[src/brte_pkg.sv]
package brte_pkg;

    localparam logic [7:0] BLANK_CODE   = 8'd32;
    localparam logic [7:0] TAB_CODE     = 8'd9;
    localparam logic [7:0] NEWLINE_CODE = 8'd10;
    localparam logic [4:0] DEFAULT_TAB_WIDTH = 5'd8;
    localparam logic [4:0] MIN_TAB_WIDTH = 5'd2;
    localparam logic [4:0] MAX_TAB_WIDTH = 5'd16;
    localparam logic [4:0] MAX_PENDING_SAT = 5'd31;
    localparam logic [3:0] MAX_FLUSH = 4'd15;

    typedef enum logic [0:0] {
        ST_IDLE,
        ST_FLUSH
    } t_state;

    typedef struct packed {
        logic accept;  // take the input byte and update the line state
        logic emit;    // push the next flush result into the output register
    } t_dp_cmd;

    typedef struct packed {
        logic out_free;   // output register can take a result this cycle
        logic in_blank;   // input byte is a blank
        logic pend_zero;  // no blanks pending before this byte
        logic cnt_zero;   // flush has no blanks left, only the held byte
    } t_dp_stat;

endpackage

[src/blank_run_to_tab_encoder_top.sv]
// A result is registered on the master side in the cycle after its input transaction;
// results of a flush come from the flush state instead; a blank may give no result.
// Throughput: one byte per cycle while no blanks are pending and the output is free;
// a non-blank byte after k pending blanks (k capped at 15) gives k+1 results, one per
// cycle through the single output register when taken, and holds the slave side meanwhile.
// Reset (i_rst_n low, synchronous): state clears, tab width returns to 8, output empties.
module blank_run_to_tab_encoder_top (
    input  logic       i_clk,
    input  logic       i_rst_n,
    input  logic       i_cfg_we,
    input  logic [4:0] i_cfg_wdata,  // tab_width
    input  logic       i_s_tvalid,
    output logic       o_s_tready,
    input  logic [7:0] i_s_tdata,    // [7:0] in_byte
    output logic       o_m_tvalid,
    input  logic       i_m_tready,
    output logic [7:0] o_m_tdata,    // [7:0] out_byte
    output logic       o_m_tlast     // last
);
    import brte_pkg::*;

    t_dp_cmd  cmd;
    t_dp_stat stat;

    brte_ctrl u_ctrl (
        .i_clk      (i_clk),
        .i_rst_n    (i_rst_n),
        .i_s_tvalid (i_s_tvalid),
        .o_s_tready (o_s_tready),
        .i_stat     (stat),
        .o_cmd      (cmd)
    );

    brte_dp u_dp (
        .i_clk       (i_clk),
        .i_rst_n     (i_rst_n),
        .i_cfg_we    (i_cfg_we),
        .i_cfg_wdata (i_cfg_wdata),
        .i_in_byte   (i_s_tdata),
        .i_cmd       (cmd),
        .o_stat      (stat),
        .i_out_ready (i_m_tready),
        .o_out_valid (o_m_tvalid),
        .o_out_byte  (o_m_tdata),
        .o_out_last  (o_m_tlast)
    );

endmodule

[src/brte_ctrl.sv]
module brte_ctrl (
    input  logic               i_clk,
    input  logic               i_rst_n,
    input  logic               i_s_tvalid,
    output logic               o_s_tready,
    input  brte_pkg::t_dp_stat i_stat,
    output brte_pkg::t_dp_cmd  o_cmd
);
    import brte_pkg::*;

    t_state r_state;
    t_state n_state;

    always_ff @(posedge i_clk) begin
        if (!i_rst_n) begin
            r_state <= ST_IDLE;
        end else begin
            r_state <= n_state;
        end
    end

    always_comb begin
        n_state    = r_state;
        o_cmd      = '0;
        o_s_tready = 1'b0;
        unique case (r_state)
            ST_IDLE: begin
                o_s_tready = i_stat.out_free;
                if (i_s_tvalid && i_stat.out_free) begin
                    o_cmd.accept = 1'b1;
                    // a non-blank behind pending blanks needs a flush
                    if (!i_stat.in_blank && !i_stat.pend_zero) begin
                        n_state = ST_FLUSH;
                    end
                end
            end
            ST_FLUSH: begin
                if (i_stat.out_free) begin
                    o_cmd.emit = 1'b1;
                    if (i_stat.cnt_zero) begin
                        n_state = ST_IDLE;
                    end
                end
            end
            default: begin
                n_state = ST_IDLE;
            end
        endcase
    end

endmodule

[src/brte_dp.sv]
module brte_dp (
    input  logic               i_clk,
    input  logic               i_rst_n,
    input  logic               i_cfg_we,
    input  logic [4:0]         i_cfg_wdata,
    input  logic [7:0]         i_in_byte,
    input  brte_pkg::t_dp_cmd  i_cmd,
    output brte_pkg::t_dp_stat o_stat,
    input  logic               i_out_ready,
    output logic               o_out_valid,
    output logic [7:0]         o_out_byte,
    output logic               o_out_last
);
    import brte_pkg::*;

    logic [4:0] r_tab_width;
    logic [3:0] r_column;
    logic [4:0] r_pending;
    logic [1:0] r_run;
    logic [3:0] r_cnt;
    logic [7:0] r_hold;
    logic       r_out_valid;
    logic [7:0] r_out_byte;
    logic       r_out_last;

    logic [3:0] n_column;
    logic [4:0] n_pending;
    logic [1:0] n_run;
    logic       n_load;
    logic [7:0] n_out_byte;
    logic       n_out_last;

    logic [4:0] eff_width;
    logic [4:0] col_inc;
    logic [3:0] col_adv;
    logic       is_blank;
    logic       first_tab;
    logic       second_tab;
    logic [4:0] pend_mid;
    logic [3:0] flush_cnt;

    assign is_blank = (i_in_byte == BLANK_CODE);
    assign o_stat.out_free  = !r_out_valid || i_out_ready;
    assign o_stat.in_blank  = is_blank;
    assign o_stat.pend_zero = (r_pending == 5'd0);
    assign o_stat.cnt_zero  = (r_cnt == 4'd0);

    always_comb begin
        priority if (r_tab_width < MIN_TAB_WIDTH) begin
            eff_width = MIN_TAB_WIDTH;
        end else if (r_tab_width > MAX_TAB_WIDTH) begin
            eff_width = MAX_TAB_WIDTH;
        end else begin
            eff_width = r_tab_width;
        end
    end

    // wrap to zero at the tab stop, also when the width shrank under the column
    assign col_inc = {1'b0, r_column} + 5'd1;
    assign col_adv = (col_inc >= eff_width) ? 4'd0 : col_inc[3:0];

    assign flush_cnt = (r_pending > {1'b0, MAX_FLUSH}) ? MAX_FLUSH : r_pending[3:0];

    always_comb begin
        first_tab  = (r_run == 2'd1) && (r_column == 4'd0) && (r_pending != 5'd0);
        pend_mid   = first_tab ? 5'd0 : r_pending;
        n_run      = (r_run < 2'd2) ? r_run + 2'd1 : r_run;
        pend_mid   = (pend_mid < MAX_PENDING_SAT) ? pend_mid + 5'd1 : pend_mid;
        n_column   = col_adv;
        second_tab = (n_run == 2'd2) && (col_adv == 4'd0);
        n_pending  = second_tab ? 5'd0 : pend_mid;
        n_load     = first_tab || second_tab;
        n_out_byte = TAB_CODE;
        n_out_last = 1'b1;
        if (!is_blank) begin
            n_run      = 2'd0;
            n_pending  = 5'd0;
            n_column   = (i_in_byte == NEWLINE_CODE) ? 4'd0 : col_adv;
            n_load     = (flush_cnt == 4'd0);
            n_out_byte = i_in_byte;
        end
    end

    always_ff @(posedge i_clk) begin
        if (!i_rst_n) begin
            r_tab_width <= DEFAULT_TAB_WIDTH;
            r_column    <= '0;
            r_pending   <= '0;
            r_run       <= '0;
            r_cnt       <= '0;
            r_out_valid <= 1'b0;
        end else begin
            if (i_cfg_we) begin
                r_tab_width <= i_cfg_wdata;
            end
            if (i_cmd.accept) begin
                r_column  <= n_column;
                r_pending <= n_pending;
                r_run     <= n_run;
                if (!is_blank) begin
                    r_cnt <= flush_cnt;
                end
            end else if (i_cmd.emit && (r_cnt != 4'd0)) begin
                r_cnt <= r_cnt - 4'd1;
            end
            if ((i_cmd.accept && n_load) || i_cmd.emit) begin
                r_out_valid <= 1'b1;
            end else if (i_out_ready) begin
                r_out_valid <= 1'b0;
            end
        end
    end

    always_ff @(posedge i_clk) begin
        if (i_cmd.accept) begin
            r_hold <= i_in_byte;
            if (n_load) begin
                r_out_byte <= n_out_byte;
                r_out_last <= n_out_last;
            end
        end else if (i_cmd.emit) begin
            if (r_cnt != 4'd0) begin
                r_out_byte <= BLANK_CODE;
                r_out_last <= 1'b0;
            end else begin
                r_out_byte <= r_hold;
                r_out_last <= 1'b1;
            end
        end
    end

    assign o_out_valid = r_out_valid;
    assign o_out_byte  = r_out_byte;
    assign o_out_last  = r_out_last;

endmodule

[config.mk]
export PLATFORM = sky130hd
export DESIGN_NAME = blank_run_to_tab_encoder_top
export DESIGN_NICKNAME = d
export VERILOG_FILES = /design/src/brte_pkg.sv /design/src/blank_run_to_tab_encoder_top.sv /design/src/brte_ctrl.sv /design/src/brte_dp.sv
export SDC_FILE = /design/constraint.sdc
export NUM_CORES = 1
export LEC_CHECK = 0
export BUFFER_PORTS_ARGS = -buffer_cell sky130_fd_sc_hd__buf_2
export CAP_MARGIN = 15
export CORE_ASPECT_RATIO = 0.6
export CORE_UTILIZATION = 45
export CTS_BUF_LIST = sky130_fd_sc_hd__clkbuf_16
export DETAILED_ROUTE_END_ITERATION = 12
export PLACE_DENSITY = 0.71
export SYNTH_ARGS = -nofsm -noshare
export SYNTH_HDL_FRONTEND = slang
export SYNTH_SLANG_ARGS = --single-unit
[constraint.sdc]
create_clock -name i_clk -period 4.8 [get_ports i_clk]
set_input_delay 0.96 -clock i_clk [delete_from_list [all_inputs] [get_ports i_clk]]
set_output_delay 0.96 -clock i_clk [all_outputs]
set_load 0.05 [all_outputs]
# Word level (Yosys, flattened, before mapping)
# Index checks and enable logic that the tools add are counted.
# W data, S select, Z words.
# word_totals
elab_cells	89
output_inout_bits	11
regBits	39
# classes
n_eq_ne	6
n_bitwise	1
mux	37
reduce_logical	25
addsub	4
order_cmp	6
# ops
operator	count
$mux W8	5
$mux W5	6
$mux W4	7
$logic_not A4 Y1	4
$mux W1	16
$eq A8 B4 Y1 const B	1
$eq A8 B6 Y1 const B	1
$logic_and A1 B1 Y1	7
$reduce_bool A2 Y1	3
$add A4 B1 Y5 const B	1
$add A5 B1 Y5 const B	1
$ge A5 B5 Y1	1
$gt A5 B4 Y1 const B	1
$gt A5 B5 Y1 const B	1
$logic_not A5 Y1	1
$lt A5 B2 Y1 const B	1
$lt A5 B5 Y1 const B	1
$reduce_bool A5 Y1	1
$mux W2	2
$ne A2 B2 Y1 const B	2
$reduce_and A2 Y1	2
$reduce_bool A4 Y1	1
$sub A4 B1 Y4 const B	1
$logic_not A1 Y1	3
7 further kinds	9

# Depth between registers and ports, before layout
# Gate-level depths: netlist of the first run.
# depth
ltp_word	12
depth_mapped	9
ltp_nobuf	9

# Modules after synthesis
# A second synthesis of the first run with hierarchy kept.
# hier_totals
hier_cells	223
area_unflattened_um2	2088.3
# modules_own_cells
module	cells_per_inst	area_each_um2	n_inst	seq_area_each_um2
brte_dp	216	2019.4	1	930.9
brte_ctrl	7	68.8	1	20.0

# Worst setup path before layout of the first run
# OpenSTA, ideal clock, no wires.
# synth_timing
path_kind	input to output
start	in i_m_tready
end	out o_s_tready
path_stages	2
slack_ns	2.187
n_path_buf	0
required_ns	3.840
arrival_time_ns	1.653
cell_sequence	nor2b_1 > nor2_1
# synth_via
elab_chain_len	2
# synth_lines
element	line	rtl
start, declared	blank_run_to_tab_encoder_top.sv:16	input logic i_m_tready,
$logic_or A1 B1 Y1	brte_dp.sv:43	assign o_stat.out_free = !r_out_valid || i_out_ready;
$mux W1	brte_ctrl.sv:26	unique case (r_state)
end, declared	blank_run_to_tab_encoder_top.sv:13	output logic o_s_tready,
# No other way between the ends.

# Worst setup path after layout of the first run
# layout_timing
start	reg u_dp.r_column[0]
end	reg u_dp.r_out_byte[4], in the netlist u_dp.o_out_byte[4], enable pin
# layout_via
elab_chain_len	9
# layout_lines
element	line	rtl
start, declared	brte_dp.sv:17	logic [3:0] r_column;
start signal, assigned	brte_dp.sv:97	r_column <= n_column;
$add A4 B1 Y5	brte_dp.sv:59	assign col_inc = {1'b0, r_column} + 5'd1;
$ge A5 B5 Y1	brte_dp.sv:60	assign col_adv = (col_inc >= eff_width) ? 4'd0 : col_inc[3:0];
$mux W4	brte_dp.sv:60	
$logic_not A4 Y1	brte_dp.sv:70	second_tab = (n_run == 2'd2) && (col_adv == 4'd0);
$logic_and A1 B1 Y1	brte_dp.sv:70	
$logic_or A1 B1 Y1 (*)	brte_dp.sv:72	n_load = first_tab || second_tab;
$mux W1 (*)	brte_dp.sv:75	if (!is_blank) begin
$ne A2 B2 Y1 (no line) (*)	-	
$reduce_and A2 Y1 (no line) (*)	-	
end signal, assigned	brte_dp.sv:118	r_out_byte <= n_out_byte;
end signal, assigned	brte_dp.sv:126	r_out_byte <= r_hold;
end, declared	brte_dp.sv:23	logic [7:0] r_out_byte;
# Mark *: on every way between the ends. The rest lies on a longest branch, timed or not.
# A chain may end at the register's enable or synchronous reset.

==> reports/qor.yml, run 1 <==
grt_pass1_wl_um: 7490
layout_min_cycle_time_ns: 2.74
top_signal_layer_used: "met4"
cts.root.buffer_cell: "sky130_fd_sc_hd__clkbuf_16"
final_antenna_net_count: 0
share_of_cells_above_drive_strength_1_pct: 18.3
synth-main-ff-cell: "sky130_fd_sc_hd__dfxtp_1"
cts_setup_buffers: 0
detailroute.via_count: 1725
gp_congestion: 0.773
register_area_share_after_synthesis_pct: 45.1
tritoncts.num_buffers: 5
clock_sinks: 39
stdcell_area_um2: 2440
dr_wl_met3_um: 340
grt_antenna_before_repair: 0
synth_top_cells_by_count: "sky130_fd_sc_hd__dfxtp_1 (22), sky130_fd_sc_hd__nand2_1 (20), sky130_fd_sc_hd__edfxtp_1 (17)"
post-synth-top-area-cell: "sky130_fd_sc_hd__edfxtp_1"
timing.critical_path.from_type: "flip-flop"
drt_pre_antenna_iters: 5
drt-wirelength-per-cell_um: 15.5
rows: 18
yosys_warnings: 0
critical_path.endpoint_type: "flip-flop"
crit_path_max_incr_delay_ns: 0.44
timing.critical_path.slowest_stage_cell: "sky130_fd_sc_hd__dfxtp_1"
holdWs_ns: 0.500
globalRouteTotalUtil_pct: 20.5
yosys_register_bits: 39
vdd_ir_drop_max_v: 0.000223
cts.reportedPaths.clkPinSlew_ns: 0.06
syn_nets: 240
timing.setup.critical_path_class: "reg -> reg"
num_antenna_cells: 0
cts-hold-fix-buffers: 0
drt_first_iter_violations: 103
clock_insertion_delay_worst_skew_ns: 0.29
critPathMaxFanout: 9
arrival_ns: 2.68
required_ns: 4.74
design.final.nets: 268
routed_via_density: 5.75
grt_remaining_overflow: 0
timing.fmax_mhz: 365
fillCellCount: 383
final_worst_path_period_share_pct: 57.1
final.setup.tns_ns: 0
drt_drc_violations_left: 0
port-buffer-count: 28
synth_top_cell_area_share_pct: 24.2
design.core.area_um2: 4300
placed_area_um2: 2300
hpwl_um: 3270
synth_area_leaders: "sky130_fd_sc_hd__edfxtp_1 (24%), sky130_fd_sc_hd__dfxtp_1 (21%), sky130_fd_sc_hd__ha_1 (6.5%), sky130_fd_sc_hd__nand2_1 (3.6%), sky130_fd_sc_hd__nor2b_1 (3.3%)"
initial_utilization_pct: 49.0
finalSetupViolCount: 0
detail_route.wirelength.met1_um: 2300
synth_area_um2: 2110
floorplan.io_pins: 29
synth.distinct_cells: 55
cap_violations: 0
avgSynthCellArea_um2: 10.0
post_cts_resize_count: 0
die_w_um: 90.4
critPathMostFrequentCell: "sky130_fd_sc_hd__ha_1"
die_area_um2: 4970
yosysMostFrequentCell: "sky130_fd_sc_hd__dfxtp_1"
rsz0062_at_grt: "no"
first_global_vias: 1508
die_y_um: 55.0
cts_max_path_buffers: 2
worstMarginPinSlew_ns: 0.576
cp_cell_sequence: "inv_1 > ha_1 > ha_1 > nand2_1 > o21ai_1 > a21oi_2 > a221oi_2 > a211o_1"
cellLeakagePower_nw: 0.959
grt_max_degree: 28
cts-htree-levels: 2
report.final.slew_viol_count: 0
power_density_nw_per_um2: 339
areaGrowthSynthToFinish_pct: 15.8
total_count_of_hold_check_failures_in_the_final_report: 0
synth-edff-count: 17
ys_async_sr_fraction_pct: 0
wl_um: 4660
status: "finished clean"
met2WireLength_um: 1950
timing.clock.skew_ns: 0.00626
holdCritPathClass: "reg -> reg"
instance_count_of_the_mapped_netlist: 211
relSlewSlack_pct: 61.5
cts_tree: "built"
[power by group]
part	switching, mW	internal, mW
combinational	0.0883	0.0423
clock	0.131	0.189
sequential	0.00963	0.368
[logic make-up (layout without fill, tap and decap cells)]
family | count (synthesis) | in the layout | synth area share [%]
AO/OA/AOI/OAI | 60 | 60 | 22.7
XOR/XNOR | 3 | 3 | 1.25
adder cells (fa/ha/maj) | 11 | 11 | 6.52
buffers and inverters | 19 | 48 | 3.38
flip-flops | 39 | 39 | 45.1
multiplexers | 6 | 6 | 2.85
AND/OR/NAND/NOR | 73 | 73 | 18.3
[through the flow]
stage | instances | total power, mW | setup slack (ns) | utilization [%]
final | 300 | 0.828 | 2.06 | 56.8
after global routing | 300 | 0.859 | 1.87 | 56.8
after CTS | 300 | 0.829 | 2.06 | 56.8
after detailed placement | 292 | 0.514 | 1.96 | 53.5
after global placement | 292 | 0.512 | 2.04 | 53.5
after floorplan | 211 | 0.479 | 2.19 | -
[flip-flops by register name, indices dropped and copies added (netlist names)]
register and cells:
u_ctrl.r_state 1, u_dp.r_run 2, u_dp.r_tab_width 5, u_dp.o_out_last 1, u_dp.r_cnt 4, u_dp.r_column 4
u_dp.r_hold 8, u_dp.o_out_byte 8, u_dp.r_pending 5, u_dp.o_out_valid 1
[path summary, 6_finish.rpt]
path	from	end	slack, ns	cells after the start
worst max-delay path	u_dp.r_column[0]	u_dp.o_out_byte[4]	2.06	8
worst min-delay path	u_dp.r_cnt[3]	u_dp.r_cnt[3]	0.50	2
worst max register to register	u_dp.r_column[0]	u_dp.o_out_byte[4]	2.06	8
worst min register to register	u_dp.r_cnt[3]	u_dp.r_cnt[3]	0.50	2
[layout make-up]
type	instances	area [um2]	share of cell area, %
Tap cell	60	75.1	3.07
Multi-Input combinational cell	153	1090	44.5
Inverter	11	41.3	1.69
Clock inverter	3	16.3	0.666
Sequential cell	39	951	38.9
Clock buffer	5	125	5.12
Timing Repair Buffer	29	148	6.04
[metal layers]
| layer | global-route usage [%] | vias up |
|---|---|---|
| li1 | - | 844 |
| met1 | 27.9 | 815 |
| met2 | 31.9 | 59 |
| met3 | 4.64 | 7 |
| met4 | 9.68 | 0 |
| met5 | 0 | - |
[worst max-delay path: cells and delay by family, from the launching register on]
family,cells,cell delay (ns)
compound gates,4,1.16
fa+ha+maj,2,0.64
buf+inv,1,0.10
flops,1,0.44
simple gates,1,0.04
[cell usage in the layout, fill, tap and decap left out, drive strengths merged, types with 3 or more instances in the layout]
cell type / count
buf: 29
dfxtp: 22
nand2: 20
edfxtp: 17
nor2: 14
nor2b: 12
inv: 12
o21ai: 12
ha: 11
nand3: 8
mux2i: 6
and2: 5
a22o: 5
a21boi: 5
clkbuf: 5
o2111ai: 4
a21oi: 4
nor3: 3
o311ai: 3
o21a: 3
a32oi: 3
o22ai: 3
(Power assumes the default switching activity.)
==> run 2: changes to the inputs <==
==> constraint.sdc (replaced) <==
create_clock -name i_clk -period 2.55 [get_ports i_clk]
set_input_delay 0.51 -clock i_clk [delete_from_list [all_inputs] [get_ports i_clk]]
set_output_delay 0.51 -clock i_clk [all_outputs]
set_load 0.05 [all_outputs]
==> run 2 against run 1 <==
Against the previous run:
- first-iteration DRC count grew 85%
- sequential share of layout area is 1.4 points lower
- fmax increased by 13%
- die area is the same
- clock skew rose by 0.0044 ns
- critical path type unchanged
- highest routed layer unchanged
==> reports/qor.yml, run 2 (same netlist as run 1, synthesis figures left out) <==
num_antenna_cells: 0
total_count_of_hold_check_failures_in_the_final_report: 0
grt_antenna_before_repair: 0
crit_path_leading_delay_family: "compound AO/OA/AOI/OAI gates"
die_y_um: 55.0
areaGrowthSynthToFinish_pct: 20.0
most-common-layout-cells: "sky130_fd_sc_hd__buf_2 (28), sky130_fd_sc_hd__dfxtp_1 (22), sky130_fd_sc_hd__nand2_1 (20), sky130_fd_sc_hd__edfxtp_1 (17), sky130_fd_sc_hd__nor2_1 (14)"
placement.setup.worst_slack_ns: 0.0175
placed_cells: 300
final.setup.tns_ns: 0
vdd_ir_drop_max_v: 0.000438
cts.root.buffer_cell: "sky130_fd_sc_hd__clkbuf_16"
path_buf_inv: 1
rows: 18
port-buffer-count: 28
timing.setup.critical_path_class: "reg -> reg"
cap_violations: 0
drt-wirelength-per-cell_um: 15.2
cts_setup_buffers: 0
drt_first_iter_violations: 191
final_antenna_net_count: 0
globalRouteTotalUtil_pct: 21.1
tritoncts.num_buffers: 5
die_area_um2: 4970
initial_utilization_pct: 49.0
layout.cells.most_common: "sky130_fd_sc_hd__buf_2"
cts_max_path_buffers: 2
required_ns: 2.52
cts_tree: "built"
relSlewSlack_pct: 64.3
wl_um: 4680
layout.cells.non_filler: 308
report.final.slew_viol_count: 0
holdCritPathClass: "in -> reg"
grt_remaining_overflow: 0
critical_path.endpoint_type: "flip-flop"
layout_min_cycle_time_ns: 2.42
grt_max_degree: 28
grt_pass1_wl_um: 7790
status: "finished clean"
detailroute.via_count: 1740
cellLeakagePower_nw: 1.00
cp_cell_sequence: "inv_1 > ha_1 > or4b_1 > o22ai_2 > nor2b_2 > a221oi_2 > a211o_2"
die_w_um: 90.4
crit_path_max_incr_delay_ns: 0.49
holdWs_ns: 0.437
design.core.area_um2: 4300
timing.fmax_mhz: 413
drt_pre_antenna_iters: 4
design.final.nets: 276
worstMarginPinSlew_ns: 0.534
arrival_ns: 2.39
first_global_vias: 1498
cts.reportedPaths.clkPinSlew_ns: 0.06
critPathMaxFanout: 9
share_of_cells_above_drive_strength_1_pct: 21.8
gp_congestion: 0.906
hpwl_um: 3560
final.setup.worst_slack_ns: 0.130
timing.critical_path.from_type: "flip-flop"
final_worst_path_period_share_pct: 94.9
cts-htree-levels: 2
power_density_nw_per_um2: 659
finalSetupViolCount: 0
fillCellCount: 380
routed_via_density: 5.65
timing.critical_path.slowest_stage_cell: "sky130_fd_sc_hd__or4b_1"
clock_sinks: 39
rsz0062_at_grt: "no"
drt_drc_violations_left: 0
floorplan.io_pins: 29
timing.clock.skew_ns: 0.0106
clock_insertion_delay_worst_skew_ns: 0.29
-- run 2: cell count changes in the layout (fill, tap and decap cells not counted) --
cell	previous run	this run
sky130_fd_sc_hd__ha_2	0	1
sky130_fd_sc_hd__clkinv_2	1	0
sky130_fd_sc_hd__buf_4	1	9
sky130_fd_sc_hd__ha_1	11	10
sky130_fd_sc_hd__bufinv_16	0	1
sky130_fd_sc_hd__a211o_2	0	1
sky130_fd_sc_hd__a211o_1	1	0
-- run 2: cell type report --
class	count	area [um2]	area share, %
inverter	11	41.3	1.63
sequential	39	951	37.5
tap	60	75.1	2.96
clock inverter	3	41.3	1.63
timing repair buffer	37	208	8.20
multi-input combinational	153	1090	43.1
clock buffer	5	125	4.94
-- run 2: final timing paths --
path / from / endpoint / slack [ns] / cells past startpoint
setup / recovery: u_dp.r_column[1] / u_dp.o_out_byte[0] / 0.13 / 7
hold / removal: i_s_tdata[7] / u_dp.r_hold[7] / 0.44 / 1
setup reg to reg: u_dp.r_column[1] / u_dp.o_out_byte[0] / 0.13 / 7
hold reg to reg: u_dp.r_cnt[1] / u_dp.r_cnt[1] / 0.51 / 2
-- run 2: routing by layer --
| layer | routed length, um | part of all wire (%) | track usage [%] | vias to the layer above |
|---|---|---|---|---|
| met2 | 1680 | 36 | 26.0 | 66 |
| li1 | - | - | - | 868 |
| met3 | 428 | 9.1 | 7.38 | 4 |
| met1 | 2530 | 54 | 32.3 | 802 |
| met4 | 38 | 0.81 | 7.26 | 0 |
| met5 | 0 | 0 | 0 | - |
-- run 2: power breakdown --
part | internal (mW) | leakage (nW) | switching (mW) | total [mW]
Clock | 0.457 | 0.0812 | 0.238 | 0.695
Combinational | 0.0930 | 0.579 | 0.172 | 0.265
Sequential | 0.693 | 0.344 | 0.0169 | 0.710
Total | 1.24 | 1.00 | 0.427 | 1.67
-- run 2: repair_timing --
item,in CTS,in global routing
resized for setup,0,2
setup endpoints to repair,0,9
hold buffers,0,0
-- run 2: per-stage QoR --
| stage | power (mW) | utilization [%] | area, um2 |
|---|---|---|---|
| after detailed placement | 0.984 | 54.9 | 2360 |
| after CTS | 1.67 | 58.8 | 2530 |
| after global placement | 0.982 | 54.9 | 2360 |
| after floorplan | 0.901 | - | 2110 |
| after global routing | 1.73 | 58.9 | 2530 |
| final | 1.67 | 58.9 | 2530 |
==> run 3: changes to the inputs <==
--- a/config.mk
+++ b/config.mk
@@ -14,4 +14,5 @@
 export PLACE_DENSITY = 0.71
 export SYNTH_ARGS = -nofsm -noshare
 export SYNTH_HDL_FRONTEND = slang
+export SYNTH_HIERARCHICAL = 1
 export SYNTH_SLANG_ARGS = --single-unit
==> run 3 against run 2 <==
Against the previous run:
- register-to-register slack better by 0.05 ns
- sequential power up 0.6%
- global-route usage fell by 1.9 points
- clock-buffer cell count unchanged
- clock power rose by 16%
- worst setup slack improved by 0.050 ns
- final cell count increased by 2.9%
- synthesized area fell by 1.0%
- non-clock buffer count is 1 higher
- combinational power decreased by 2%
- worst hold slack better by 0.0031 ns
- die area is 0.98% lower
- largest cell class unchanged
- highest routed layer unchanged
==> reports/qor.yml, run 3 <==
status: "finished clean"
ys_async_sr_fraction_pct: 0
crit_path_max_incr_delay_ns: 0.38
die_area_um2: 4930
cts_setup_buffers: 0
gp_congestion: 0.815
worstMarginPinSlew_ns: 0.552
initial_utilization_pct: 48.8
totalPowerFinal_mw: 1.78
power_density_nw_per_um2: 700
routed_via_density: 5.36
num_antenna_cells: 0
relSlewSlack_pct: 63.2
first_global_vias: 1468
worstRegToRegCells: 11
floorplan.io_pins: 29
design.final.nets: 285
timing.critical_path.slowest_stage_cell: "sky130_fd_sc_hd__dfxtp_2"
cts.root.buffer_cell: "sky130_fd_sc_hd__clkbuf_16"
required_ns: 2.77
die_w_um: 89.9
rsz0062_at_grt: "no"
share_of_cells_above_drive_strength_1_pct: 21.8
syn_nets: 252
grt_max_degree: 24
cap_violations: 0
wl_um: 4290
grt_remaining_overflow: 0
timing.clock.skew_ns: 0.00227
register_area_share_after_synthesis_pct: 45.5
drt-wirelength-per-cell_um: 13.5
final_antenna_net_count: 0
cts-htree-levels: 2
detailroute.via_count: 1698
layout.cells.non_filler: 317
instance_count_of_the_mapped_netlist: 223
path_buf_inv: 2
crit_path_leading_delay_family: "compound AO/OA/AOI/OAI gates"
synth_top_cell_area_share_pct: 24.4
critical_path.endpoint_type: "flip-flop"
clock_sinks: 39
netSwitchingFraction_pct: 24.2
timing.setup.critical_path_class: "reg -> reg"
holdCritPathClass: "in -> reg"
tritoncts.num_buffers: 5
cts_max_path_buffers: 2
timing.fmax_mhz: 422
synth-main-ff-cell: "sky130_fd_sc_hd__dfxtp_1"
critPathMostFrequentCell: "sky130_fd_sc_hd__buf_4"
synth_top_cells_by_count: "sky130_fd_sc_hd__nand2_1 (27), sky130_fd_sc_hd__dfxtp_1 (22), sky130_fd_sc_hd__edfxtp_1 (17)"
drt_pre_antenna_iters: 4
cellInternalPower_mw: 1.35
most-common-layout-cells: "sky130_fd_sc_hd__buf_2 (28), sky130_fd_sc_hd__nand2_1 (27), sky130_fd_sc_hd__dfxtp_1 (19), sky130_fd_sc_hd__edfxtp_1 (17), sky130_fd_sc_hd__o21ai_0 (16)"
cts.reportedPaths.clkPinSlew_ns: 0.06
die_y_um: 54.8
arrival_ns: 2.59
cp_cell_sequence: "ha_2 > xor2_1 > ha_1 > a21o_1 > a31oi_1 > o21ai_0 > buf_4 > o21ai_1 > buf_4 > o2111ai_1 > a21oi_1"
synth_area_um2: 2090
timing.critical_path.from_type: "flip-flop"
yosys_register_bits: 39
finalSetupViolCount: 0
layout_min_cycle_time_ns: 2.37
min_delay_path_depth: 3
synth_area_leaders: "sky130_fd_sc_hd__edfxtp_1 (24%), sky130_fd_sc_hd__dfxtp_1 (21%), sky130_fd_sc_hd__ha_1 (6.6%), sky130_fd_sc_hd__nand2_1 (4.9%), sky130_fd_sc_hd__o21ai_0 (3.8%)"
stdcell_area_um2: 2540
cts_tree: "built"
setup.reg_to_reg.worst_slack_ns: 0.18
final.setup.tns_ns: 0
placement.setup.worst_slack_ns: 0.0766
netSwitchingPower_mw: 0.430
rows: 18
final.setup.worst_slack_ns: 0.180
drt_first_iter_violations: 88
critPathMaxFanout: 7
avgSynthCellArea_um2: 9.36
synth.distinct_cells: 44
final_worst_path_period_share_pct: 93.0
grt_antenna_before_repair: 0
vdd_ir_drop_max_v: 0.000394
drt_drc_violations_left: 0
globalRouteTotalUtil_pct: 19.1
areaGrowthSynthToFinish_pct: 21.7
hpwl_um: 3080
synth-edff-count: 17
clock_insertion_delay_worst_skew_ns: 0.28
port-buffer-count: 28
layout.cells.most_common: "sky130_fd_sc_hd__buf_2"
placed_area_um2: 2340
post-synth-top-area-cell: "sky130_fd_sc_hd__edfxtp_1"
critical_path_depth: 11
yosys_warnings: 6
seq_power_share_pct: 40.1
yosysMostFrequentCell: "sky130_fd_sc_hd__nand2_1"
comb_power_share_pct: 14.6
total_count_of_hold_check_failures_in_the_final_report: 0
placed_cells: 309
cellLeakagePower_nw: 1.06
design.core.area_um2: 4280
report.final.slew_viol_count: 0
grt_pass1_wl_um: 7110
p_clk_share_pct: 45.2
-- run 3: changes by cell type in the layout (fill, tap and decap cells not counted), moves of 4 or more --
| cell | before | now |
|---|---|---|
| sky130_fd_sc_hd__o21ai_0 | 8 | 16 |
| sky130_fd_sc_hd__nand2_1 | 20 | 27 |
| sky130_fd_sc_hd__a21oi_1 | 3 | 9 |
| sky130_fd_sc_hd__a21boi_1 | 5 | 0 |
| sky130_fd_sc_hd__a31oi_1 | 1 | 6 |
| sky130_fd_sc_hd__nor2_1 | 14 | 10 |
| sky130_fd_sc_hd__nor3_1 | 3 | 7 |
-- run 3: repair_timing --
action                     in CTS  in global routing
setup endpoints to repair       0                 12
gates resized for setup         0                  3
hold buffers                    0                  0
-- run 3: cells by family (layout without fill, tap and decap cells) --
family | count (synthesis) | after routing | share of synthesized area [%]
fa+ha+maj | 11 | 11 | 6.59
simple gates | 90 | 90 | 23.5
buf+inv | 21 | 55 | 4.31
flops | 39 | 39 | 45.5
compound gates | 54 | 54 | 16.4
xor+xnor | 3 | 3 | 1.26
mux | 5 | 5 | 2.40
-- run 3: area by class of cell --
class / count / area [um2]
Fill cell: 398 / 1740
Multi-Input combinational cell: 163 / 1060
Sequential cell: 39 / 955
Timing Repair Buffer: 38 / 228
Clock buffer: 5 / 125
Tap cell: 60 / 75.1
Clock inverter: 3 / 67.6
Inverter: 9 / 33.8
-- run 3: path summary, 6_finish.rpt --
kind                    start             endpoint
max          u_dp/r_column[0]    u_dp/r_pending[2]
min            i_cfg_wdata[3]  u_dp/r_tab_width[3]
max reg2reg  u_dp/r_column[0]    u_dp/r_pending[2]
min reg2reg     u_dp/r_cnt[2]        u_dp/r_cnt[2]
-- run 3: worst reg2reg max path: stages, from the launching register on --
cell and delay [ns]:
sky130_fd_sc_hd__dfxtp_2 0.38, sky130_fd_sc_hd__ha_2 0.22, sky130_fd_sc_hd__xor2_1 0.21, sky130_fd_sc_hd__ha_1 0.28, sky130_fd_sc_hd__a21o_1 0.16, sky130_fd_sc_hd__a31oi_1 0.16
sky130_fd_sc_hd__o21ai_0 0.15, sky130_fd_sc_hd__buf_4 0.17, sky130_fd_sc_hd__o21ai_1 0.13, sky130_fd_sc_hd__buf_4 0.16, sky130_fd_sc_hd__o2111ai_1 0.13, sky130_fd_sc_hd__a21oi_1 0.16
-- run 3: metrics by stage --
step | hold WS, ns | utilization (%)
2_1_floorplan | 0.443 | -
5_1_grt | 0.450 | 59.4
6_report | 0.440 | 59.4
3_3_place_gp | 0.469 | 54.8
3_5_place_dp | 0.470 | 54.8
4_1_cts | 0.435 | 59.3
-- run 3: per-layer routing --
metal / GRT usage, % / vias up / wire length [um]
met5: 0 / - / 0
met4: 7.26 / 0 / 65
met3: 4.58 / 7 / 199
met2: 29.0 / 35 / 1700
met1: 26.9 / 780 / 2330
li1: - / 876 / -
-- run 3: power groups by stage --
stage               sequential (mW)  clock (mW)  combinational, mW
floorplan                     0.777           0              0.125
global route                  0.718       0.835              0.286
detailed placement            0.726           0              0.259
global placement              0.726           0              0.256
CTS                           0.713       0.821              0.260
finish                        0.714       0.805              0.260
